<file path="src/rtl/ite_fifo.sv">
`timescale 1ns / 1ps
module ite_fifo #(
    parameter int WIDTH = 14,
    parameter int DEPTH = 2
) (
    input  logic             i_clk,
    input  logic             i_rst_n,
    input  logic             i_push,
    input  logic [WIDTH-1:0] i_data,
    output logic             o_full,
    input  logic             i_pop,
    output logic             o_valid,
    output logic [WIDTH-1:0] o_data
);

    localparam int PW = (DEPTH > 1) ? $clog2(DEPTH) : 1;
    localparam int NW = $clog2(DEPTH + 1);

    logic [WIDTH-1:0] r_mem [DEPTH];
    logic [PW-1:0]    r_wp;
    logic [PW-1:0]    r_rp;
    logic [NW-1:0]    r_cnt;
    logic [NW-1:0]    n_cnt;

    function automatic logic [PW-1:0] ptr_inc(input logic [PW-1:0] p);
        return (p == PW'(DEPTH - 1)) ? '0 : p + PW'(1);
    endfunction

    always_comb begin
        n_cnt = r_cnt;
        if (i_push && !i_pop) begin
            n_cnt = r_cnt + NW'(1);
        end else if (!i_push && i_pop) begin
            n_cnt = r_cnt - NW'(1);
        end
    end

    always_ff @(posedge i_clk) begin
        if (!i_rst_n) begin
            r_wp  <= '0;
            r_rp  <= '0;
            r_cnt <= '0;
        end else begin
            if (i_push) begin
                r_wp <= ptr_inc(r_wp);
            end
            if (i_pop) begin
                r_rp <= ptr_inc(r_rp);
            end
            r_cnt <= n_cnt;
        end
    end

    always_ff @(posedge i_clk) begin
        if (i_push) begin
            r_mem[r_wp] <= i_data;
        end
    end

    assign o_full  = (r_cnt == NW'(DEPTH));
    assign o_valid = (r_cnt != '0);
    assign o_data  = r_mem[r_rp];

    // no write into a full queue, no read from an empty one
    a_no_overflow: assert property (@(posedge i_clk) disable iff (!i_rst_n)
        i_push |-> (!o_full || i_pop)) else $error("queue overflow");
    a_no_underflow: assert property (@(posedge i_clk) disable iff (!i_rst_n)
        i_pop |-> o_valid) else $error("queue underflow");

endmodule

</file>
<file path="config.mk">
export PLATFORM = sky130hd
export DESIGN_NAME = ite_fifo
export DESIGN_NICKNAME = d
export VERILOG_FILES = /design/src/rtl/ite_fifo.sv
export SDC_FILE = /design/constraint.sdc
export NUM_CORES = 1
export LEC_CHECK = 0
export BUFFER_PORTS_ARGS = -buffer_cell sky130_fd_sc_hd__buf_4
export CELL_PAD_IN_SITES_DETAIL_PLACEMENT = 1
export CELL_PAD_IN_SITES_GLOBAL_PLACEMENT = 2
export CORE_MARGIN = 4
export CORE_UTILIZATION = 38
export CTS_CLUSTER_SIZE = 24
export DETAILED_ROUTE_END_ITERATION = 12
export GPL_ROUTABILITY_DRIVEN = 0
export GPL_TIMING_DRIVEN = 0
export PLACE_DENSITY = 0.78
export SLEW_MARGIN = 20
export SYNTH_ARGS = -nofsm -noshare
export SYNTH_HDL_FRONTEND = slang
export SYNTH_SLANG_ARGS = --single-unit
</file>
<file path="constraint.sdc">
create_clock -name i_clk -period 4.07 [get_ports i_clk]
set_input_delay 0.407 -clock i_clk [delete_from_list [all_inputs] [get_ports i_clk]]
set_output_delay 0.407 -clock i_clk [all_outputs]
set_load 0.05 [all_outputs]
</file>
==> results of run 1 <==
cell usage in the layout (no fill, tap or decap):
master    count
o21ai_0       1
clkbuf_4      5
ha_1          1
or2_2         1
or3_1         1
and2b_2       1
xnor2_1       1
clkbuf_1      3
inv_1         1
edfxtp_1     28
and2_1        4
mux2_2       14
dfxtp_1       5
nor2b_1       1
a21boi_1      1
buf_4        34
xor2_1        2
o21a_1        1
nor2b_2       1
per-stage QoR:
step | hold WS, ns | area (µm²) | total power [mW]
final | 0.2669 | 1582 | 0.7175
after global routing | 0.2270 | 1582 | 0.7571
after CTS | 0.2426 | 1582 | 0.7303
after detailed placement | 0.5286 | 1533 | 0.5627
after global placement | 0.4773 | 1530 | 0.5573
after floorplan | 0.4612 | 1227 | 0.5095
registers in the layout, indices dropped and copies added (netlist names), named ones only:
| name | flops |
|---|---|
| r_rp | 1 |
| r_wp | 1 |
| r_cnt | 2 |
| r_mem | 28 |
cells in the mapped netlist, drive strengths merged:
library cell  instances  area, µm²
edfxtp               28      840.8
a21boi                1      7.510
buf                   1      7.510
and2b                 1      8.760
or3                   1      6.260
ha                    1      12.51
dfxtp                 5      100.1
and2                  4      25.02
xor2                  2      17.52
o21ai                 1      5.000
xnor2                 1      8.760
mux2                 14      157.7
inv                   1      3.750
or2                   1      6.260
nor2b                 2      12.51
o21a                  1      7.510
cell families (layout without fill, tap and decap cells):
family / Yosys count / in the layout / synth area share (%)
compound gates: 3 / 3 / 1.631
xor+xnor: 3 / 3 / 2.141
fa+ha+maj: 1 / 1 / 1.019
buf+inv: 2 / 43 / 0.9174
flops: 33 / 33 / 76.66
mux: 14 / 14 / 12.84
simple gates: 9 / 9 / 4.791
power by group through the flow:
stage	clock network [mW]	logic [mW]	registers, mW
floorplan	0	0.108	0.402
global placement	0	0.154	0.403
detailed placement	0	0.158	0.405
CTS	0.175	0.158	0.397
global route	0.193	0.165	0.399
finish	0.166	0.155	0.396
area by class of cell:
cell class / count / area (µm²) / share of cell area, %
Tap cell: 44 / 55.05 / 3.481
Clock buffer: 8 / 48.80 / 3.085
Timing Repair Buffer: 33 / 247.7 / 15.66
Buffer: 1 / 7.507 / 0.4747
Sequential cell: 33 / 940.9 / 59.49
Multi-Input combinational cell: 30 / 277.8 / 17.56
Inverter: 1 / 3.754 / 0.2373
final timing paths:
check | from | endpoint | slack, ns | cells past startpoint
min | i_data[6] | r_mem[1][6]$_DFFE_PP_ | 0.27 | 1
min reg2reg | r_cnt[1]$_SDFFE_PN0P_ | r_cnt[1]$_SDFFE_PN0P_ | 0.54 | 2
max | register | o_data[7] | 2.13 | 3
max reg2reg | r_wp$_SDFFE_PN0P_ | r_mem[0][5]$_DFFE_PP_ | 2.77 | 1
layer usage:
| metal | share of wire [%] | global-route usage (%) | routed length (µm) |
|---|---|---|---|
| met1 | 38 | 12.42 | 783 |
| met5 | 0 | 0 | 0 |
| met3 | 7.9 | 5.893 | 165 |
| met2 | 53 | 18.90 | 1109 |
| met4 | 1.0 | 5.541 | 21 |
==> results_dict.tcl, run 1 <==
set metrics [dict create \
    ys_ff_latch 33 \
    portBuffers 33 \
    maxSlewViolCount 0 \
    status "complete, no violations" \
    clock_latency_ns 0.32 \
    areaGrowthSynthToFinish_pct 28.85 \
    clockBufferDepth 2 \
    die_y_um 64.84 \
    post_cts_buffers 0 \
    switching_share_pct 28.06 \
    seqPwrFrac_pct 55.2 \
    htreeDepth 2 \
    dp.cells 142 \
    antenna_left 0 \
    fmax_mhz 515.0 \
    ys_warn_count 0 \
    grt_pass1_vias 759 \
    power_density_nw_per_um2 453.7 \
    start_kind "register" \
    relSlewSlack_pct 49.80 \
    cap_violations 0 \
    routedWlPerCell_um 13.87 \
    critPathArrivalTime_ns 1.53 \
    synthCells 65 \
    setup_viol 0 \
    drc_errors 0 \
    path_max_fanout 10 \
    start_util_pct 39.88 \
    antenna_found_initial 0 \
    ys_seq_area_share_pct 76.66 \
    num_io_pins 34 \
    syn_area_um2 1227 \
    setup_ws_ns 2.128 \
    utilization_pct 51.38 \
    root_buffer "clkbuf_4" \
    setup_tns_ns 0 \
    cts.sinks 33 \
    drt_pass1_iterations 2 \
    wirelength_um 2080 \
    period_minus_slack_ns 1.942 \
    grt_overflow 0 \
    drtIter0Drc 19 \
    syn_nets 84 \
    cpMostUsedCell "buf_4" \
    die-area_um2 4204 \
    cts_resized 0 \
    antenna_cells 0 \
    pwr-share-comb_pct 21.6 \
    rsz0062_at_grt "no" \
    core_um2 3078 \
    nFillCells 318 \
    layout.cells.non_filler 150 \
    vias 688 \
    intPower_mw 0.5162 \
    numCtsBuffers 5 \
    cpLargestDelayFamily "flip-flops" \
    cts_tree "done" \
    worstSetupPathType "reg -> out" \
    path_cells "buf_4 -> mux2_2 -> buf_4" \
    hold_viol 0 \
    peakVddDrop_mv 0.1965 \
    end_kind "primary output" \
    drive_gt1_share_pct 52.83 \
    clk_pin_slew_ns 0.09 \
    grt_max_degree 16 \
    pwr-share-clk_pct 23.1 \
    cts_hold_buf 0 \
    final.setup_skew_ns 0.0007821 \
    vias_per_cell 4.587 \
    rows 20 \
    cp.buffers_inverters 2 \
    ys_types 16 \
    grt_pass1_wl_um 3491 \
    critPathSlowestCell "dfxtp_1" \
    die_width_um 64.84 \
    hold_path_class "in -> reg" \
    pre_cts_ws_ns 2.452 \
    grt_usage_pct 11.61 \
    cp_slowest_stage_delay_ns 0.43 \
    nets 124 \
    required_ns 3.66 \
    avgSynthCellArea_um2 18.88 \
    p_leak_nw 0.6086 \
    hpwlAfterDp_um 1540 \
    post-route-period-util_pct 47.71 \
    switchingPower_mw 0.2013 \
    tightest_slew_ns 0.7495 \
]
Power figures use the tool's default switching activity.
==> inputs of run 2 (changes only) <==
--- a/config.mk
+++ b/config.mk
@@ -9,12 +9,12 @@
 export CELL_PAD_IN_SITES_DETAIL_PLACEMENT = 1
 export CELL_PAD_IN_SITES_GLOBAL_PLACEMENT = 2
 export CORE_MARGIN = 4
-export CORE_UTILIZATION = 38
+export CORE_UTILIZATION = 35
 export CTS_CLUSTER_SIZE = 24
 export DETAILED_ROUTE_END_ITERATION = 12
 export GPL_ROUTABILITY_DRIVEN = 0
 export GPL_TIMING_DRIVEN = 0
-export PLACE_DENSITY = 0.78
+export PLACE_DENSITY = 0.73
 export SLEW_MARGIN = 20
 export SYNTH_ARGS = -nofsm -noshare
 export SYNTH_HDL_FRONTEND = slang
==> constraint.sdc (replaced) <==
create_clock -name i_clk -period 2 [get_ports i_clk]
set_input_delay 0.2 -clock i_clk [delete_from_list [all_inputs] [get_ports i_clk]]
set_output_delay 0.2 -clock i_clk [all_outputs]
set_load 0.05 [all_outputs]
==> run 2 against run 1 <==
  * Register-to-register slack lost 2.1 ns
  * Final cell count grew 1.3%
  * Highest routed layer unchanged
  * Non-clock buffer count is the same
  * First-iteration DRC count grew 68%
  * Sequential power grew 100%
  * Largest cell class unchanged
  * Clock power grew 110%
  * Global-route usage shrank 0.80 points
  * Via count shrank 1.2%
  * Clock skew grew 0.0054 ns
  * Cell area grew 0.32%
  * Critical endpoint is now o_data[5]
==> results_dict.tcl, run 2 (synthesis gave the netlist of run 1 again) <==
set metrics [dict create \
    grt_pass1_wl_um 3298 \
    drive_gt1_share_pct 54.72 \
    seq_area_um2 940.9 \
    post-route-period-util_pct 88.03 \
    fmax_mhz 568.0 \
    switchingPower_mw 0.4227 \
    numCtsBuffers 5 \
    setup_ws_ns 0.2395 \
    cts_hold_buf 0 \
    routedWlPerCell_um 13.87 \
    portBuffers 33 \
    seqPwrFrac_pct 55.0 \
    antenna_left 0 \
    wirelength_um 2108 \
    nets 124 \
    vias 680 \
    cp.buffers_inverters 2 \
    cts_resized 0 \
    required_ns 1.80 \
    status "complete, no violations" \
    antenna_found_initial 0 \
    layout_common_cells "34 x buf_4, 28 x edfxtp_1, 14 x mux2_2, 5 x dfxtp_1, 5 x clkbuf_4" \
    layout.cells.non_filler 152 \
    critPathArrivalTime_ns 1.56 \
    areaGrowthSynthToFinish_pct 29.26 \
    setup_viol 0 \
    cp_slowest_stage_delay_ns 0.45 \
    critPathSlowestCell "dfxtp_1" \
    p_leak_nw 0.6141 \
    intPower_mw 1.044 \
    antenna_cells 0 \
    drc_errors 0 \
    grt_usage_pct 10.80 \
    layout_commonest_cell "buf_4" \
    pre_cts_ws_ns 0.5944 \
    clockBufferDepth 2 \
    largest_register_ffs 28 \
    grt_overflow 0 \
    drtIter0Drc 32 \
    final.setup_skew_ns 0.006184 \
    root_buffer "clkbuf_4" \
    clk_pin_slew_ns 0.10 \
    die-area_um2 4519 \
    maxSlewViolCount 0 \
    nFillCells 360 \
    switching_share_pct 28.82 \
    cpMostUsedCell "buf_4" \
    htreeDepth 2 \
    die_width_um 67.22 \
    report.power.total_mw 1.467 \
    die_y_um 67.22 \
    vias_per_cell 4.474 \
    cpLargestDelayFamily "flip-flops" \
    clock_latency_ns 0.33 \
    power_density_nw_per_um2 924.5 \
    path_cells "buf_4 -> mux2_2 -> buf_4" \
    start_kind "register" \
    setup_tns_ns 0 \
    pwr-share-comb_pct 21.5 \
    hold_viol 0 \
    hold_path_class "in -> reg" \
    tightest_slew_ns 0.7753 \
    drt_pass1_iterations 4 \
    period_minus_slack_ns 1.761 \
    core_um2 3363 \
    largest-register "r_mem" \
    cts.sinks 33 \
    relSlewSlack_pct 48.08 \
    cap_violations 0 \
    pwr-share-clk_pct 23.5 \
    hpwlAfterDp_um 1467 \
    rows 21 \
    grt_pass1_vias 713 \
    num_io_pins 34 \
    dp.cells 144 \
    rsz0062_at_grt "no" \
    worstSetupPathType "reg -> out" \
    post_cts_buffers 0 \
    start_util_pct 36.50 \
    cts_tree "done" \
    path_max_fanout 10 \
    end_kind "primary output" \
    peakVddDrop_mv 0.4394 \
    grt_max_degree 16 \
    layout_top_registers "r_mem (28), r_cnt (2)" \
    multi_input_area_um2 277.8 \
]
-- run 2: cell types whose count changed in the layout (fill, tap and decap cells not counted) --
| cell | before | now |
|---|---|---|
| clkinv_2 | 0 | 2 |
| clkbuf_1 | 3 | 1 |
-- run 2: path summary, 6_finish.rpt --
check	slack (ns)	to	depth (start not counted)	startpoint
hold / removal	0.05	r_mem[0][12]$_DFFE_PP_	1	i_data[12]
setup reg to reg	0.68	r_mem[0][4]$_DFFE_PP_	1	r_wp$_SDFFE_PN0P_
hold reg to reg	0.52	r_cnt[1]$_SDFFE_PN0P_	2	r_cnt[1]$_SDFFE_PN0P_
setup / recovery	0.24	o_data[5]	3	register
-- run 2: stage by stage --
step | util (%) | cell area [µm²] | hold slack [ns]
2_1_floorplan | - | 1227 | 0.2989
3_5_place_dp | 45.65 | 1535 | 0.3877
4_1_cts | 47.17 | 1587 | 0.03326
5_1_grt | 47.17 | 1587 | 0.007597
6_report | 47.17 | 1587 | 0.05202
3_3_place_gp | 45.57 | 1533 | 0.3854
-- run 2: final cells by class --
class	instances	area share [%]
Clock buffer	6	2.603
Multi-Input combinational cell	30	17.51
Inverter	1	0.2366
Timing Repair Buffer	33	15.62
Clock inverter	2	0.6309
Sequential cell	33	59.31
Tap cell	46	3.628
Buffer	1	0.4732
-- run 2: power groups by stage --
stage / clock network [mW] / logic (mW) / registers (mW)
2_1_floorplan: 0 / 0.219 / 0.818
3_3_place_gp: 0 / 0.315 / 0.821
6_report: 0.345 / 0.315 / 0.807
4_1_cts: 0.362 / 0.321 / 0.808
3_5_place_dp: 0 / 0.319 / 0.823
5_1_grt: 0.401 / 0.335 / 0.812
-- run 2: routing by layer --
metal,vias up,wire length [µm],track usage (%)
li1,324,-,-
met2,26,1014,17.18
met3,6,214,6.656
met5,-,0,0
met4,0,40,6.076
met1,324,837,10.84
==> inputs of run 3 (changes only) <==
--- a/config.mk
+++ b/config.mk
@@ -5,11 +5,12 @@
 export SDC_FILE = /design/constraint.sdc
 export NUM_CORES = 1
 export LEC_CHECK = 0
+export ABC_AREA = 1
 export BUFFER_PORTS_ARGS = -buffer_cell sky130_fd_sc_hd__buf_4
 export CELL_PAD_IN_SITES_DETAIL_PLACEMENT = 1
 export CELL_PAD_IN_SITES_GLOBAL_PLACEMENT = 2
 export CORE_MARGIN = 4
-export CORE_UTILIZATION = 35
+export CORE_UTILIZATION = 34
 export CTS_CLUSTER_SIZE = 24
 export DETAILED_ROUTE_END_ITERATION = 12
 export GPL_ROUTABILITY_DRIVEN = 0
==> run 3 against run 2 <==
  * First-iteration DRC count decreased by 13%
  * Combinational power decreased by 11%
  * Clock skew increased by 0.0019 ns
  * Worst setup slack improved by 0.041 ns
  * Register-to-register slack improved by 0.02 ns
  * Critical path depth unchanged
  * Non-clock buffer count unchanged
  * Via count increased by 7.9%
  * Clock power increased by 47%
  * Worst hold slack got worse by 0.0015 ns
  * Critical path type unchanged
  * Global-route usage decreased by 0.36 points
  * Sequential power decreased by 0.5%
==> results_dict.tcl, run 3 <==
set metrics [dict create \
    status "complete, no violations" \
    synthTopCellsByArea "edfxtp_1 68%, mux2_2 13%, dfxtp_1 8.1%, nand2_1 2.7%, inv_1 2.4%" \
    root_buffer "clkbuf_4" \
    synth_ff_type "edfxtp_1" \
    r2r-start "r_wp$_SDFFE_PN0P_" \
    synth_common_cells "28 x edfxtp_1, 14 x mux2_2, 9 x nand2_1, 8 x inv_1, 8 x nor2_1" \
    grt_pass1_wl_um 3325 \
    wirelength_um 2166 \
    cts.sinks 33 \
    cts_resized 0 \
    htreeDepth 2 \
    ys_ff_latch 33 \
    clk_pin_slew_ns 0.10 \
    drt_pass1_iterations 4 \
    final.setup_skew_ns 0.008096 \
    largest-register "r_mem" \
    setup_tns_ns 0 \
    synthCells 78 \
    hold-path-cell-count 1 \
    post-route-period-util_pct 86.00 \
    hold_viol 0 \
    rsz0062_at_grt "no" \
    vias_per_cell 4.448 \
    whs_endpoint "r_mem[1][12]$_DFFE_PP_" \
    drive_gt1_share_pct 47.06 \
    maxSlewViolCount 0 \
    power_density_nw_per_um2 975.6 \
    rows 21 \
    worstSetupPathType "reg -> out" \
    r2r_cells 1 \
    nets 137 \
    clockBufferDepth 2 \
    synth-async-reset-ratio_pct 0 \
    required_ns 1.80 \
    core_um2 3416 \
    portBuffers 33 \
    tightest_slew_ns 0.7458 \
    critPathArrivalTime_ns 1.52 \
    antenna_left 0 \
    p_leak_nw 0.6631 \
    yosysMostFrequentCell "edfxtp_1" \
    routedWlPerCell_um 13.13 \
    syn_nets 97 \
    r2r-end "r_mem[0][4]$_DFFE_PP_" \
    setup_viol 0 \
    antenna_found_initial 0 \
    grt_overflow 0 \
    hpwlAfterDp_um 1560 \
    areaGrowthSynthToFinish_pct 31.75 \
    fmax_mhz 581.4 \
    grt_usage_pct 10.45 \
    post_cts_buffers 0 \
    ys_types 12 \
    die-area_um2 4669 \
    end_kind "primary output" \
    cap_violations 0 \
    path_max_fanout 10 \
    ys_seq_area_share_pct 76.04 \
    largest_register_ffs 28 \
    hold_start "i_data[12]" \
    synth_edf_count 28 \
    num_io_pins 34 \
    cts_hold_buf 0 \
    hold_path_class "in -> reg" \
    grt_pass1_vias 772 \
    peakVddDrop_mv 0.3516 \
    drtIter0Drc 28 \
    antenna_cells 0 \
    yosysTopAreaCellShare_pct 67.95 \
    die_y_um 68.33 \
    vias 734 \
    synth_largest_area_cell "edfxtp_1" \
    die_width_um 68.33 \
    start_util_pct 36.23 \
    layout_top_registers "r_mem (28), r_cnt (2)" \
    layout_commonest_cell "buf_4" \
    grt_max_degree 15 \
    ys_warn_count 0 \
    syn_area_um2 1237 \
    dp.cells 157 \
    drc_errors 0 \
    period_minus_slack_ns 1.720 \
    relSlewSlack_pct 50.23 \
    cts_tree "done" \
    layout_common_cells "33 x buf_4, 28 x edfxtp_1, 14 x mux2_2, 9 x nand2_1, 8 x inv_1" \
    regToRegSetupSlack_ns 0.70 \
    clock_latency_ns 0.33 \
    start_kind "register" \
    layout.cells.non_filler 165 \
    numCtsBuffers 5 \
    avgSynthCellArea_um2 15.86 \
]
run 3: worst max-delay path by stage:
stage / start / to / slack [ns] / cells past startpoint
floorplan: r_wp$_SDFFE_PN0P_ / r_mem[0][0]$_DFFE_PP_ / 0.68 / 1
global placement: i_push / r_mem[0][11]$_DFFE_PP_ / 0.31 / 3
detailed placement: register / o_data[8] / 0.62 / 3
CTS: register / o_data[8] / 0.23 / 3
global route: register / o_data[5] / 0.16 / 3
finish: register / o_data[8] / 0.28 / 3
run 3: cells by family (layout without fill, tap and decap cells):
group,after synthesis,in the layout,share of synthesized area (%)
adders and majority gates,1,1,1.011
muxes,14,14,12.74
buffers and inverters,9,50,3.337
AOI/OAI and AO/OA,2,2,0.8081
DFF,33,33,76.04
and+or+nand+nor,19,19,6.067
run 3: layout make-up:
class | count | area, µm²
plain buffers | 1 | 11.26
clock buffers | 7 | 55.05
clock inverters | 1 | 30.03
fillers | 354 | 1785
inverters | 8 | 30.03
multi-input cells | 36 | 257.7
flip-flops and latches | 33 | 940.9
well taps | 46 | 57.56
repair buffers | 33 | 247.7
run 3: power by group:
group / total (mW) / leakage [nW] / internal, mW / switching, mW
Clock: 0.508 / 0.0455 / 0.298 / 0.210
Combinational: 0.279 / 0.313 / 0.0995 / 0.180
Sequential: 0.803 / 0.305 / 0.789 / 0.0140
run 3: worst max-delay path, stage by stage (launching register included):
cell and delay (ns):
dfxtp_1 0.46, buf_6 0.19, mux2_2 0.35, buf_4 0.19
run 3: metrics by stage:
step	hold slack [ns]	power, mW	area [µm²]	util, %	setup slack [ns]
after global routing	0.01822	1.663	1630	47.73	0.1642
after detailed placement	0.3879	1.103	1545	45.24	0.6158
after floorplan	0.2989	1.004	1237	-	0.6801
final	0.05054	1.591	1630	47.73	0.2801
after CTS	0.02866	1.619	1630	47.73	0.2314
after global placement	0.3859	1.095	1543	45.16	0.3059
run 3: routing by layer:
layer / vias up / track usage, % / share of wire, % / wire, µm
li1: 357 / - / - / -
met1: 344 / 9.290 / 35 / 767
met2: 28 / 18.05 / 51 / 1110
met3: 5 / 6.240 / 11 / 237
met4: 0 / 5.955 / 2.4 / 51
met5: - / 0 / 0 / 0
