## config.mk

```make
export PLATFORM = sky130hd
export DESIGN_NAME = ite_front_flat
export DESIGN_NICKNAME = d
export VERILOG_FILES = /design/src/rtl/ite_pkg.sv /design/src/rtl/ite_spin_if.sv /design/src/rtl/ite_cfg_if.sv /design/src/rtl/ite_front.sv /design/src/flat_wrapper.sv
export SDC_FILE = /design/constraint.sdc
export NUM_CORES = 1
export LEC_CHECK = 0
export ABC_AREA = 0
export ABC_CLOCK_PERIOD_IN_PS = 6350
export BUFFER_PORTS_ARGS = -buffer_cell sky130_fd_sc_hd__buf_2
export CAP_MARGIN = 20
export CORE_ASPECT_RATIO = 1.2
export CORE_MARGIN = 4
export CORE_UTILIZATION = 54
export DETAILED_ROUTE_END_ITERATION = 6
export PLACE_DENSITY_LB_ADDON = 0.1
export SYNTH_ARGS = -nofsm -noshare
export SYNTH_HDL_FRONTEND = slang
export SYNTH_SLANG_ARGS = --single-unit
```

## constraint.sdc

```tcl
create_clock -name i_clk -period 6.35 [get_ports i_clk]
set_clock_uncertainty 0.05 [all_clocks]
set_input_delay 0.635 -clock i_clk [delete_from_list [all_inputs] [get_ports i_clk]]
set_output_delay 0.635 -clock i_clk [all_outputs]
set_load 0.01 [all_outputs]
```

## src/rtl/ite_pkg.sv

```systemverilog
`timescale 1ns / 1ps
package ite_pkg;

    localparam int SPIN_W   = 1;
    localparam int CFG_W    = 7;
    localparam int ENERGY_W = 15;

    localparam logic [ENERGY_W-1:0] ENERGY_MAX = 15'h7fff;

    typedef logic [SPIN_W-1:0]   t_spin;
    typedef logic [CFG_W-1:0]    t_side_cfg;
    typedef logic [ENERGY_W-1:0] t_energy;

endpackage

```

## src/rtl/ite_spin_if.sv

```systemverilog
`timescale 1ns / 1ps
interface ite_spin_if;
    logic           valid;
    logic           ready;
    ite_pkg::t_spin spin;

    modport source (output valid, output spin, input ready);
    modport sink   (input valid, input spin, output ready);
endinterface

```

## src/rtl/ite_cfg_if.sv

```systemverilog
`timescale 1ns / 1ps
interface ite_cfg_if;
    logic               valid;
    logic               ready;
    ite_pkg::t_side_cfg lattice_side;

    modport source (output valid, output lattice_side, input ready);
    modport sink   (input valid, input lattice_side, output ready);
endinterface

```

## src/rtl/ite_front.sv

```systemverilog
`timescale 1ns / 1ps
module ite_front #(
    parameter int MAX_SIDE = 64
) (
    input  logic                                            i_clk,
    input  logic                                            i_rst_n,
    ite_spin_if.sink                                        i_spin,
    ite_cfg_if.sink                                         i_cfg,
    output logic                                            o_push,
    output logic [((MAX_SIDE > 1) ? $clog2(MAX_SIDE * MAX_SIDE) : 1) + 1:0] o_push_data,
    input  logic                                            i_full,
    output logic [$clog2(MAX_SIDE + 1)-1:0]                 o_side,
    output logic [$clog2(MAX_SIDE * MAX_SIDE + 1)-1:0]      o_cells
);
    import ite_pkg::*;

    localparam int SDW      = $clog2(MAX_SIDE + 1);
    localparam int AW       = (MAX_SIDE > 1) ? $clog2(MAX_SIDE * MAX_SIDE) : 1;
    localparam int CNW      = $clog2(MAX_SIDE * MAX_SIDE + 1);
    localparam int RST_SIDE = (MAX_SIDE < 64) ? MAX_SIDE : 64;

    logic [SDW-1:0] r_side;
    logic [CNW-1:0] r_cells;
    logic [AW-1:0]  r_load;
    logic [SDW-1:0] n_side;
    logic           w_last;
    logic           w_xfer;
    logic           w_cfg;

    // zero means side one, anything above the maximum saturates
    always_comb begin
        if (i_cfg.lattice_side == '0) begin
            n_side = SDW'(1);
        end else if (int'(i_cfg.lattice_side) > MAX_SIDE) begin
            n_side = SDW'(MAX_SIDE);
        end else begin
            n_side = SDW'(i_cfg.lattice_side);
        end
    end

    assign w_cfg  = i_cfg.valid && i_cfg.ready;
    assign w_xfer = i_spin.valid && i_spin.ready;
    assign w_last = ((CNW'(r_load) + CNW'(1)) == r_cells);

    always_ff @(posedge i_clk) begin
        if (!i_rst_n) begin
            r_side  <= SDW'(RST_SIDE);
            r_cells <= CNW'(RST_SIDE * RST_SIDE);
            r_load  <= '0;
        end else if (w_cfg) begin
            r_side  <= n_side;
            r_cells <= CNW'(n_side) * CNW'(n_side);
            r_load  <= '0;
        end else if (w_xfer) begin
            r_load <= w_last ? '0 : r_load + AW'(1);
        end
    end

    assign i_cfg.ready  = 1'b1;
    assign i_spin.ready = !i_full;
    assign o_push       = w_xfer;
    assign o_push_data  = {w_last, i_spin.spin, r_load};
    assign o_side       = r_side;
    assign o_cells      = r_cells;

    a_load_in_range: assert property (@(posedge i_clk) disable iff (!i_rst_n)
        CNW'(r_load) < r_cells) else $error("load index beyond lattice");

endmodule

```

## src/flat_wrapper.sv

```systemverilog
// flat-port wrapper written by rule: the top's interface ports become plain ports
module ite_front_flat import ite_pkg::*;
#(
    parameter int MAX_SIDE = 64
)
  (i_clk, i_rst_n, o_push, o_push_data, i_full, o_side, o_cells, i_spin_valid, i_spin_spin, i_spin_ready, i_cfg_valid, i_cfg_lattice_side, i_cfg_ready);
  ite_spin_if i_spin_i ();
  ite_cfg_if i_cfg_i ();
  input  logic i_clk;
  input  logic i_rst_n;
  output logic o_push;
  output logic [((MAX_SIDE > 1) ? $clog2(MAX_SIDE * MAX_SIDE) : 1) + 1:0] o_push_data;
  input  logic i_full;
  output logic [$clog2(MAX_SIDE + 1)-1:0] o_side;
  output logic [$clog2(MAX_SIDE * MAX_SIDE + 1)-1:0] o_cells;
  input wire logic [$bits(i_spin_i.valid)-1:0] i_spin_valid;
  input wire logic [$bits(i_spin_i.spin)-1:0] i_spin_spin;
  output wire logic [$bits(i_spin_i.ready)-1:0] i_spin_ready;
  input wire logic [$bits(i_cfg_i.valid)-1:0] i_cfg_valid;
  input wire logic [$bits(i_cfg_i.lattice_side)-1:0] i_cfg_lattice_side;
  output wire logic [$bits(i_cfg_i.ready)-1:0] i_cfg_ready;
  assign i_spin_i.valid = i_spin_valid;
  assign i_spin_i.spin = i_spin_spin;
  assign i_spin_ready = i_spin_i.ready;
  assign i_cfg_i.valid = i_cfg_valid;
  assign i_cfg_i.lattice_side = i_cfg_lattice_side;
  assign i_cfg_ready = i_cfg_i.ready;
  ite_front #(.MAX_SIDE(MAX_SIDE)) u_core (.i_clk(i_clk), .i_rst_n(i_rst_n), .i_spin(i_spin_i), .i_cfg(i_cfg_i), .o_push(o_push), .o_push_data(o_push_data), .i_full(i_full), .o_side(o_side), .o_cells(o_cells));
endmodule
```

==> run metrics, run 1 <==
Residual DRC 0; Root Driver clkbuf_8; worst skew pair latency 290 ps; vias in the first global route roughly 2400; starting density of the core 55.2%; Clk network pwr share 29.4%; Async SR Flop Fraction 0%; Final HPWL DP 5330 um; drt first pass iters 4; CP endpoint kind register; dpl cell area about 3100 sq um; post-synth top area share 20.7%; global-route wire length before repair approximately 11000 um; # diodes 0; setup bufs post-CTS 0; CORE AREA 5260 sq um; Final ANT Viol Nets 0; row count 29; hold depth 2; CTS Buffer Depth 2; CP most frequent cell fa_1; Final Wtd Congestion roughly 0.86; Slew @ Worst Pin 654 ps; clk sinks 30; Max-cap violations 0; Hold EP u_core.o_side[6]; NetSw 0.000245 W; RSZ-0062 raised after global routing no; IO Pins 50; hold bufs inserted after CTS 0; Worst-path clk slew 70 ps; Sequential Power Share 32.7%; TNS Setup 0 ps; Reg-to-Reg Start u_core.r_load[0]; DR vias roughly 2500; Critical Path Start Type input pin; Yosys warning total 0; CTS tree yes; DP Worst Slack roughly 1300 ps; FILL cells 494; Die Y 88.3 um; status completed; final wirelength 6610 um; layout cells sized above 1 16.8%; Max transition margin a little under three fifths; post-synth top area cell dfxtp_1; initial antenna violation count 0; post_cts resized 0; grt total ovfl 0; dominant synthesized flop cell dfxtp_1; Worst Setup SP i_cfg_lattice_side[6]; hold crit path type register to register; WHS 440 ps; R2R depth 7; largest net degree at the start of global routing 19; final count of hold timing violations 0; crit path max fanout 10; Final setup viols 0; r2r endpoint u_core.r_load[2]; static leakage about 1.5 nW; Die Wd 74.9 um; Synth area leaders dfxtp_1 (21%), fa_1 (9.7%), ha_1 (9.5%); Crit-path slowest cell nor2b_1; synth unique cells 60; #FFs+latches synth 30; period utilisation layout 75.3%; Internal between 0.0004 and 0.0005 W; fin nets ~440; crit path time final roughly 4800 ps; critical path type input pin to register; routed length per placed instance 14.7 um; Logic pwr share 37.9%; Worst Path Required 6520 ps; Synth Instances between 300 and 400; Post-Syn Area 2900 sq um; flop2flop setup slack about 3700 ps; Iteration-0 DRC Markers 132; worst path cell trace buf_2 > nor2b_1 > and2_1 > fa_1 > inv_1 > fa_1 > fa_1 > inv_1 > fa_1 > ha_1 > nor2_1 > a21oi_1 > nand4_1 > o21ai_1 > or4_1 > a32oi_1; Syn Area/Cell 8.34 sq um; IO buf count 45; Vias/cell 5.61; CP peak stage delay 530 ps; switching share of power 36.6%; Final Slew Violations 0; Area Growth Syn to Fin 10.6%; PD cells 209 nW/um^2; total CTS buffers 5; Peak VDD IR between 100 and 150 uV; GRT Total Usage 21.7%; Finished Cell Area 3210 sq um; Setup WS post-layout 1570 ps; sequential element share of the synthesized area 20.7%; Post-synth EDFFs 0; Max Fclk 0.209 GHz; most frequent cells after synthesis dfxtp_1 (30), inv_1 (30), nand2_1 (28), nor2_1 (26), ha_1 (22); CTS HTree Levels 2; Crit path arrival time 4950 ps; die area 6620 sq um; Hold Crit Start u_core.o_side[6]
## how the worst max path moves through the flow
stage,depth (start not counted),slack [ps],end
6_report,16,1570,u_core.o_cells[12]
3_5_place_dp,16,1260,u_core.o_cells[12]
4_1_cts,16,1560,u_core.o_cells[12]
2_1_floorplan,17,1650,u_core.o_cells[12]
3_3_place_gp,16,1370,u_core.o_cells[12]
5_1_grt,16,1230,u_core.o_cells[12]
## power by group through the flow
stage	combinational, W	sequential, W	clock, W
after detailed placement	0.000254	0.000224	0
after global placement	0.000250	0.000223	0
final	0.000254	0.000219	0.000197
after global routing	0.000292	0.000222	0.000208
after CTS	0.000256	0.000219	0.000200
after floorplan	0.000193	0.000226	0
## layout make-up
type                       count  area, sq um  share of cell area (%)
clock inverter                 3         40.0                    1.25
timing repair buffer          45          225                    7.01
clock buffer                   5         68.8                    2.14
inverter                      31          116                    3.62
sequential                    30          601                    18.7
multi-input combinational    273         2080                    64.8
tap                           62         77.6                    2.42
## state kept, by name (all words and copies together), names as in the netlist
name / cells
u_core.o_cells: 12
u_core.r_load: 12
u_core.o_side: 6
## stage by stage
stage / utilization (%) / instances / power [W]
3_5_place_dp: 59.0 / 441 / 0.000478
4_1_cts: 61.0 / 449 / 0.000676
3_3_place_gp: 59.0 / 441 / 0.000473
5_1_grt: 61.0 / 449 / 0.000722
2_1_floorplan: - / 355 / 0.000419
6_report: 61.0 / 449 / 0.000671
## cell usage in the layout, fill, tap and decap left out, types with 4 or more instances in the layout
cell type  instances
and2_1            11
ha_1              22
nand4_1            9
a21oi_1            9
xor2_1            13
mux2i_1           12
inv_1             30
nand3_1           12
buf_2             45
conb_1             9
dfxtp_1           30
fa_1              14
xnor2_1           16
nor2b_1           10
o31ai_1            4
nor3_1            11
nand2_1           28
and3_1             5
o21ai_0           10
a211oi_1           6
nor2_1            26
clkbuf_8           5
## metal layers
metal | share of wire, % | global-route usage [%] | vias up
met1 | 41 | 25.4 | 1177
met2 | 53 | 39.5 | 62
met3 | 4.3 | 3.41 | 12
li1 | - | - | 1270
met5 | 0 | 0 | -
met4 | 2.2 | 7.44 | 0
## worst max-delay path, delay by kind of cell
kind / cells / cell delay (ps)
adders and majority gates: 5 / 2060
and+or+nand+nor: 5 / 1570
buffers and inverters: 3 / 280
AOI/OAI and AO/OA: 3 / 400
## kinds of logic after synthesis
| group | share of synthesized area (%) |
|---|---|
| flops | 20.7 |
| mux | 4.14 |
| xor+xnor | 8.75 |
| compound gates | 12.2 |
| simple gates | 26.4 |
| other cells | 0.259 |
| buf+inv | 8.53 |
| fa+ha+maj | 19.1 |
Note: power is estimated with default switching activity, not from simulation.
==> inputs of run 2 (changes only) <==
--- a/config.mk
+++ b/config.mk
@@ -5,8 +5,8 @@
 export SDC_FILE = /design/constraint.sdc
 export NUM_CORES = 1
 export LEC_CHECK = 0
-export ABC_AREA = 0
-export ABC_CLOCK_PERIOD_IN_PS = 6350
+export ABC_AREA = 1
+export ABC_CLOCK_PERIOD_IN_PS = 4500
 export BUFFER_PORTS_ARGS = -buffer_cell sky130_fd_sc_hd__buf_2
 export CAP_MARGIN = 20
 export CORE_ASPECT_RATIO = 1.2
==> constraint.sdc (replaced) <==
create_clock -name i_clk -period 4.5 [get_ports i_clk]
set_clock_uncertainty 0.05 [all_clocks]
set_input_delay 0.45 -clock i_clk [delete_from_list [all_inputs] [get_ports i_clk]]
set_output_delay 0.45 -clock i_clk [all_outputs]
set_load 0.01 [all_outputs]
==> run 2 against run 1 <==
Net effect:
- area after synthesis is 2.7% lower
- die area is 2.5% lower
- critical path depth is 4 higher
- sequential power is 38% higher
- final cell count is 22% higher
- clock-buffer cell count is 2 higher
- utilization is 3.5 points higher
- register-to-register slack worse by 1500 ps
- combinational power is 31% higher
- design area is 0.62% higher
- total power is 28% higher
- clock power is 15% higher
- highest routed layer unchanged
==> run metrics, run 2 <==
Peak VDD IR 161 uV; Hold Crit Start i_cfg_valid; Final Wtd Congestion 0.836; final wirelength ~6600 um; crit path max fanout 5; Max-cap violations 0; row count 28; Crit path arrival time 4270 ps; IO buf count 45; Sequential Power Share 35.1%; CTS Buffer Depth 2; IO Pins 50; Clk network pwr share 26.2%; Hold EP u_core.o_cells[6]; CTS HTree Levels 2; post-synth top area share between 20% and 30%; PD cells 267 nW/um^2; vias in the first global route 2656; met3 WL post-DR 350 um; Internal 0.000538 W; R2R depth 12; DR vias around 2800; total CTS buffers 5; #FFs+latches synth 30; Worst-path clk slew 70 ps; CORE AREA 5010 sq um; uppermost layer routed met4; top-count cell post-synth nand2_1; Async SR Flop Fraction 0%; Syn Area/Cell 6.59 sq um; sequential element share of the synthesized area 21.3%; Die Wd around 74 um; critical path type input pin to register; starting density of the core between 50% and 60%; worst skew pair latency 280 ps; area of the multi-input gates roughly 1900 sq um; die area 6460 sq um; final core utilization about 64%; period utilisation layout 92.8%; status completed; switching share of power 37.5%; final count of hold timing violations 0; RSZ-0062 raised after global routing no; Die Y 87.2 um; commonest cells after routing, fill and taps aside nand2_1 (116), inv_1 (78), buf_2 (45), nand3_1 (33), nor2_1 (31); M1 WL 2670 um; Final Slew Violations 0; Yosys warning total 0; static leakage 1.70 nW; Synth Instances 429; Root Driver clkbuf_8; Slew @ Worst Pin 772 ps; GRT Total Usage 22.1%; most frequent cells after synthesis nand2_1 (116), inv_1 (78), nand3_1 (33), nor2_1 (32), dfxtp_1 (30); metal2 WL 3350 um; Iteration-0 DRC Markers 183; crit path time final 4170 ps; Post-Syn Area 2830 sq um; WHS about 370 ps; routed length per placed instance 12.1 um; global-route wire length before repair 11200 um; most common cell after layout, fill and taps aside nand2_1; dominant synthesized flop cell dfxtp_1; Final setup viols 0; initial antenna violation count 0; post-synth top area cell dfxtp_1; Worst Path Required 4590 ps; clk sinks 30; grt total ovfl 0; synth unique cells 31; Reg-to-Reg Start u_core.r_load[0]; Post-synth EDFFs 0; Max Fclk 0.240 GHz; largest net degree at the start of global routing 23; flop2flop setup slack between 2000 and 2500 ps; setup bufs post-CTS 0; CP endpoint kind register; drt first pass iters 4; Logic pwr share 38.7%; r2r endpoint u_core.r_load[9]; Area Growth Syn to Fin 14.3%; fin nets 534; layout cells sized above 1 17.1%; Residual DRC 0; Synth area leaders dfxtp_1 (21%), nand2_1 (15%), inv_1 (10%); # diodes 0; FILL cells just under 500; sequential cell area 601 sq um; hold crit path type input pin to register; NetSw ~0.00032 W; Final HPWL DP 5430 um; CTS tree yes; Vias/cell approximately 5; hold depth 2; Critical Path Start Type input pin; Final ANT Viol Nets 0; Max transition margin 48.4%
## run 2: changes by cell type after synthesis, moves of 12 or more
cell and delta:
xnor2_1 -13, a21oi_1 +19, mux2i_1 -12, inv_1 +48, nand2_1 +88, nand3_1 +21
## run 2: layout make-up
cell class	instances	share of cell area [%]
multi-input combinational	318	58.8
sequential	30	18.6
inverter	80	9.30
timing repair buffer	50	8.13
clock buffer	7	2.67
tap	60	2.32
clock inverter	1	0.155
## run 2: worst max-delay path by stage
stage | startpoint | end | slack, ps
detailed placement | i_cfg_lattice_side[5] | u_core.o_cells[11] | -80
global placement | i_cfg_lattice_side[5] | u_core.o_cells[11] | 60
global route | i_cfg_lattice_side[5] | u_core.o_cells[7] | 20
floorplan | i_cfg_lattice_side[5] | u_core.o_cells[7] | 340
CTS | i_cfg_lattice_side[5] | u_core.o_cells[9] | 210
finish | i_cfg_lattice_side[5] | u_core.o_cells[7] | 330
## run 2: cells by family after synthesis
group           Yosys count  share of synthesized area, %
compound gates           56                          11.0
xor+xnor                  6                          1.86
fa+ha+maj                36                          19.7
buf+inv                  88                          12.6
flops                    30                          21.3
other cells               2                         0.266
simple gates            211                          33.3
## run 2: timing repair
action	4_1_cts	5_1_grt
resized for setup	0	2
endpoints found under the setup margin	0	4
hold buffers	0	0
## run 2: worst max-delay path: stages
cell     delay (ps)
buf_2           120
nor2_1          100
nand4_1         110
nand2_1         100
inv_1            60
nor2_1          130
inv_1           100
nor2_2          160
fa_1            430
inv_1            80
fa_1            430
fa_1            510
inv_1            50
fa_1            450
ha_1            360
a21oi_1         190
o21ai_2         100
or2_1           210
nand3_1          60
o21ai_0          70
## run 2: power groups by stage
stage	Sequential [W]	Combinational, W	Clock, W
3_5_place_dp	0.000308	0.000330	0
5_1_grt	0.000305	0.000388	0.000246
4_1_cts	0.000302	0.000335	0.000230
6_report	0.000302	0.000333	0.000226
3_3_place_gp	0.000307	0.000324	0
2_1_floorplan	0.000314	0.000242	0
## run 2: per-stage QoR
stage / cell area [sq um] / setup TNS [ps] / total power, W / cells / worst slack [ps]
final: 3230 / 0 / 0.000861 / 546 / 326
after CTS: 3220 / 0 / 0.000867 / 546 / 214
after floorplan: 2850 / 0 / 0.000556 / 436 / 340
after global placement: 3130 / 0 / 0.000632 / 538 / 59.8
after detailed placement: 3130 / -220 / 0.000638 / 538 / -78.2
after global routing: 3230 / 0 / 0.000938 / 546 / 19.8
## run 2: metal layers
layer,track usage (%),vias to the layer above
met4,10.7,0
met5,0,-
met1,24.4,1228
met3,3.58,17
li1,-,1443
met2,39.9,78
==> inputs of run 3 (changes only) <==
--- a/config.mk
+++ b/config.mk
@@ -5,7 +5,6 @@
 export SDC_FILE = /design/constraint.sdc
 export NUM_CORES = 1
 export LEC_CHECK = 0
-export ABC_AREA = 1
 export ABC_CLOCK_PERIOD_IN_PS = 4500
 export BUFFER_PORTS_ARGS = -buffer_cell sky130_fd_sc_hd__buf_2
 export CAP_MARGIN = 20
==> run 3 against run 2 <==
Net effect:
- sequential power up 3%
- maximum frequency down 1.7%
- clock power up 2%
- sequential cell count unchanged
- design area up 0.93%
- worst hold slack worse by 12 ps
- critical path depth down 4
- critical endpoint is now u_core.o_cells[12]
- largest power group unchanged
==> run metrics, run 3 (synthesis results as in run 1) <==
most common cell after layout, fill and taps aside buf_2; DR vias 2568; grt total ovfl 0; Max transition margin between 60% and 70%; CTS Buffer Depth 2; largest net degree at the start of global routing 19; Max Fclk 0.236 GHz; final count of hold timing violations 0; R2R depth 7; FILL cells slightly above 500; routed length per placed instance between 10 and 15 um; fin nets 444; Residual DRC 0; global-route wire length before repair 11300 um; worst skew pair latency 280 ps; Root Driver clkbuf_8; initial antenna violation count 0; Final ANT Viol Nets 0; Vias/cell approximately 5.6; setup bufs post-CTS 0; commonest cells after routing, fill and taps aside buf_2 (45), inv_1 (30), dfxtp_1 (30), nand2_1 (28), nor2_1 (26); Worst Path Required between 4000 and 5000 ps; IO Pins 50; starting density of the core approximately 55%; DP Worst Slack -10.0 ps; RSZ-0062 raised after global routing no; IO buf count between 40 and 50; Hold Crit Start i_rst_n; hold bufs inserted after CTS 0; period utilisation layout between 90% and 100%; flop2flop setup slack 1830 ps; final wirelength slightly below 7000 um; Final setup viols 0; die area 6620 sq um; CP endpoint kind register; met3 WL post-DR 251 um; uppermost layer routed met4; Die Wd between 70 and 80 um; CTS tree yes; GRT Total Usage 21.9%; Final Wtd Congestion 0.826; hold depth 2; r2r endpoint u_core.r_load[2]; crit path time final 4240 ps; metal2 WL 3580 um; Crit path arrival time 4400 ps; Critical Path Start Type input pin; Worst-path clk slew 70 ps; Slew @ Worst Pin between 500 and 600 ps; CORE AREA 5260 sq um; status completed; post_cts resized 0; CTS HTree Levels 2; Final Slew Violations 0; crit path max fanout 3; Max-cap violations 0; # diodes 0; Die Y about 90 um; drt first pass iters 4; Peak VDD IR 165 uV; PD cells 283 nW/um^2; hold crit path type input pin to register; static leakage 1.56 nW; layout cells sized above 1 about 18%; Final HPWL DP 5410 um; row count 29; clk sinks 30; critical path type input pin to register; vias in the first global route 2472; Setup WS post-layout ~260 ps; Iteration-0 DRC Markers 108; Final Power 0.000921 W; M1 WL roughly 2800 um; total CTS buffers 5; Area Growth Syn to Fin 12.3%; Hold EP u_core.o_side[6]; Reg-to-Reg Start u_core.r_load[0]
==> run 3: changes by cell type in the layout (fill, tap and decap cells not counted), moves of 9 or more <==
cell     delta
a21oi_1    -19
and2_1     +11
inv_1      -48
mux2i_1    +12
nand2_1    -88
nand2_2     -9
nand3_1    -21
nor2b_1    +10
nor3_1      +9
xnor2_1    +13
xor2_1     +10
==> run 3: stage by stage <==
step | instances | hold WS, ps | utilization [%] | setup TNS [ps] | cell area, sq um
5_1_grt | 458 | 353 | 62.0 | 0 | 3260
6_report | 458 | 356 | 62.0 | 0 | 3260
3_3_place_gp | 450 | 405 | 60.2 | 0 | 3170
4_1_cts | 458 | 344 | 62.0 | 0 | 3260
2_1_floorplan | 355 | 460 | - | 0 | 2930
3_5_place_dp | 450 | 407 | 60.2 | -10.0 | 3170
==> run 3: worst max-delay path, cell delays in order <==
cell and delay [ps]:
buf_2 100, nor2b_1 140, and2_1 200, fa_1 510, inv_1 50, fa_1 500
fa_1 510, inv_1 50, fa_1 470, ha_1 240, nor2_1 190, a21oi_1 130
nand4_1 100, o21ai_1 90, or4_1 480, a32oi_1 190
==> run 3: where the power goes <==
part | total (W) | switching, W | internal (W)
Clock | 0.000230 | 0.000106 | 0.000123
Sequential | 0.000310 | 0.0000246 | 0.000285
Combinational | 0.000382 | 0.000213 | 0.000168
Total | 0.000921 | 0.000344 | 0.000577
==> run 3: cell type report <==
| type | count | area, sq um | share of cell area [%] |
|---|---|---|---|
| clock inverter | 1 | 5.00 | 0.153 |
| tap | 62 | 77.6 | 2.38 |
| timing repair buffer | 54 | 293 | 8.98 |
| multi-input combinational | 273 | 2080 | 63.9 |
| clock buffer | 7 | 86.3 | 2.65 |
| sequential | 30 | 601 | 18.4 |
| inverter | 31 | 116 | 3.57 |
==> run 3: per-layer routing <==
layer / vias to the layer above / track usage [%]
met1: 1213 / 25.2
met5: - / 0
met2: 57 / 40.7
met3: 10 / 3.18
met4: 0 / 6.63
li1: 1288 / -
==> run 3: how the worst max path moves through the flow <==
| stage | from | slack [ps] | endpoint | cells after the start |
|---|---|---|---|---|
| final | i_cfg_lattice_side[1] | 260 | u_core.o_cells[12] | 16 |
| after floorplan | i_cfg_lattice_side[6] | 50 | u_core.o_cells[12] | 17 |
| after CTS | i_cfg_lattice_side[1] | 280 | u_core.o_cells[12] | 16 |
| after detailed placement | i_cfg_lattice_side[1] | -10 | u_core.o_cells[12] | 16 |
| after global placement | i_cfg_lattice_side[1] | 110 | u_core.o_cells[12] | 16 |
| after global routing | i_cfg_lattice_side[1] | 40 | u_core.o_cells[12] | 16 |
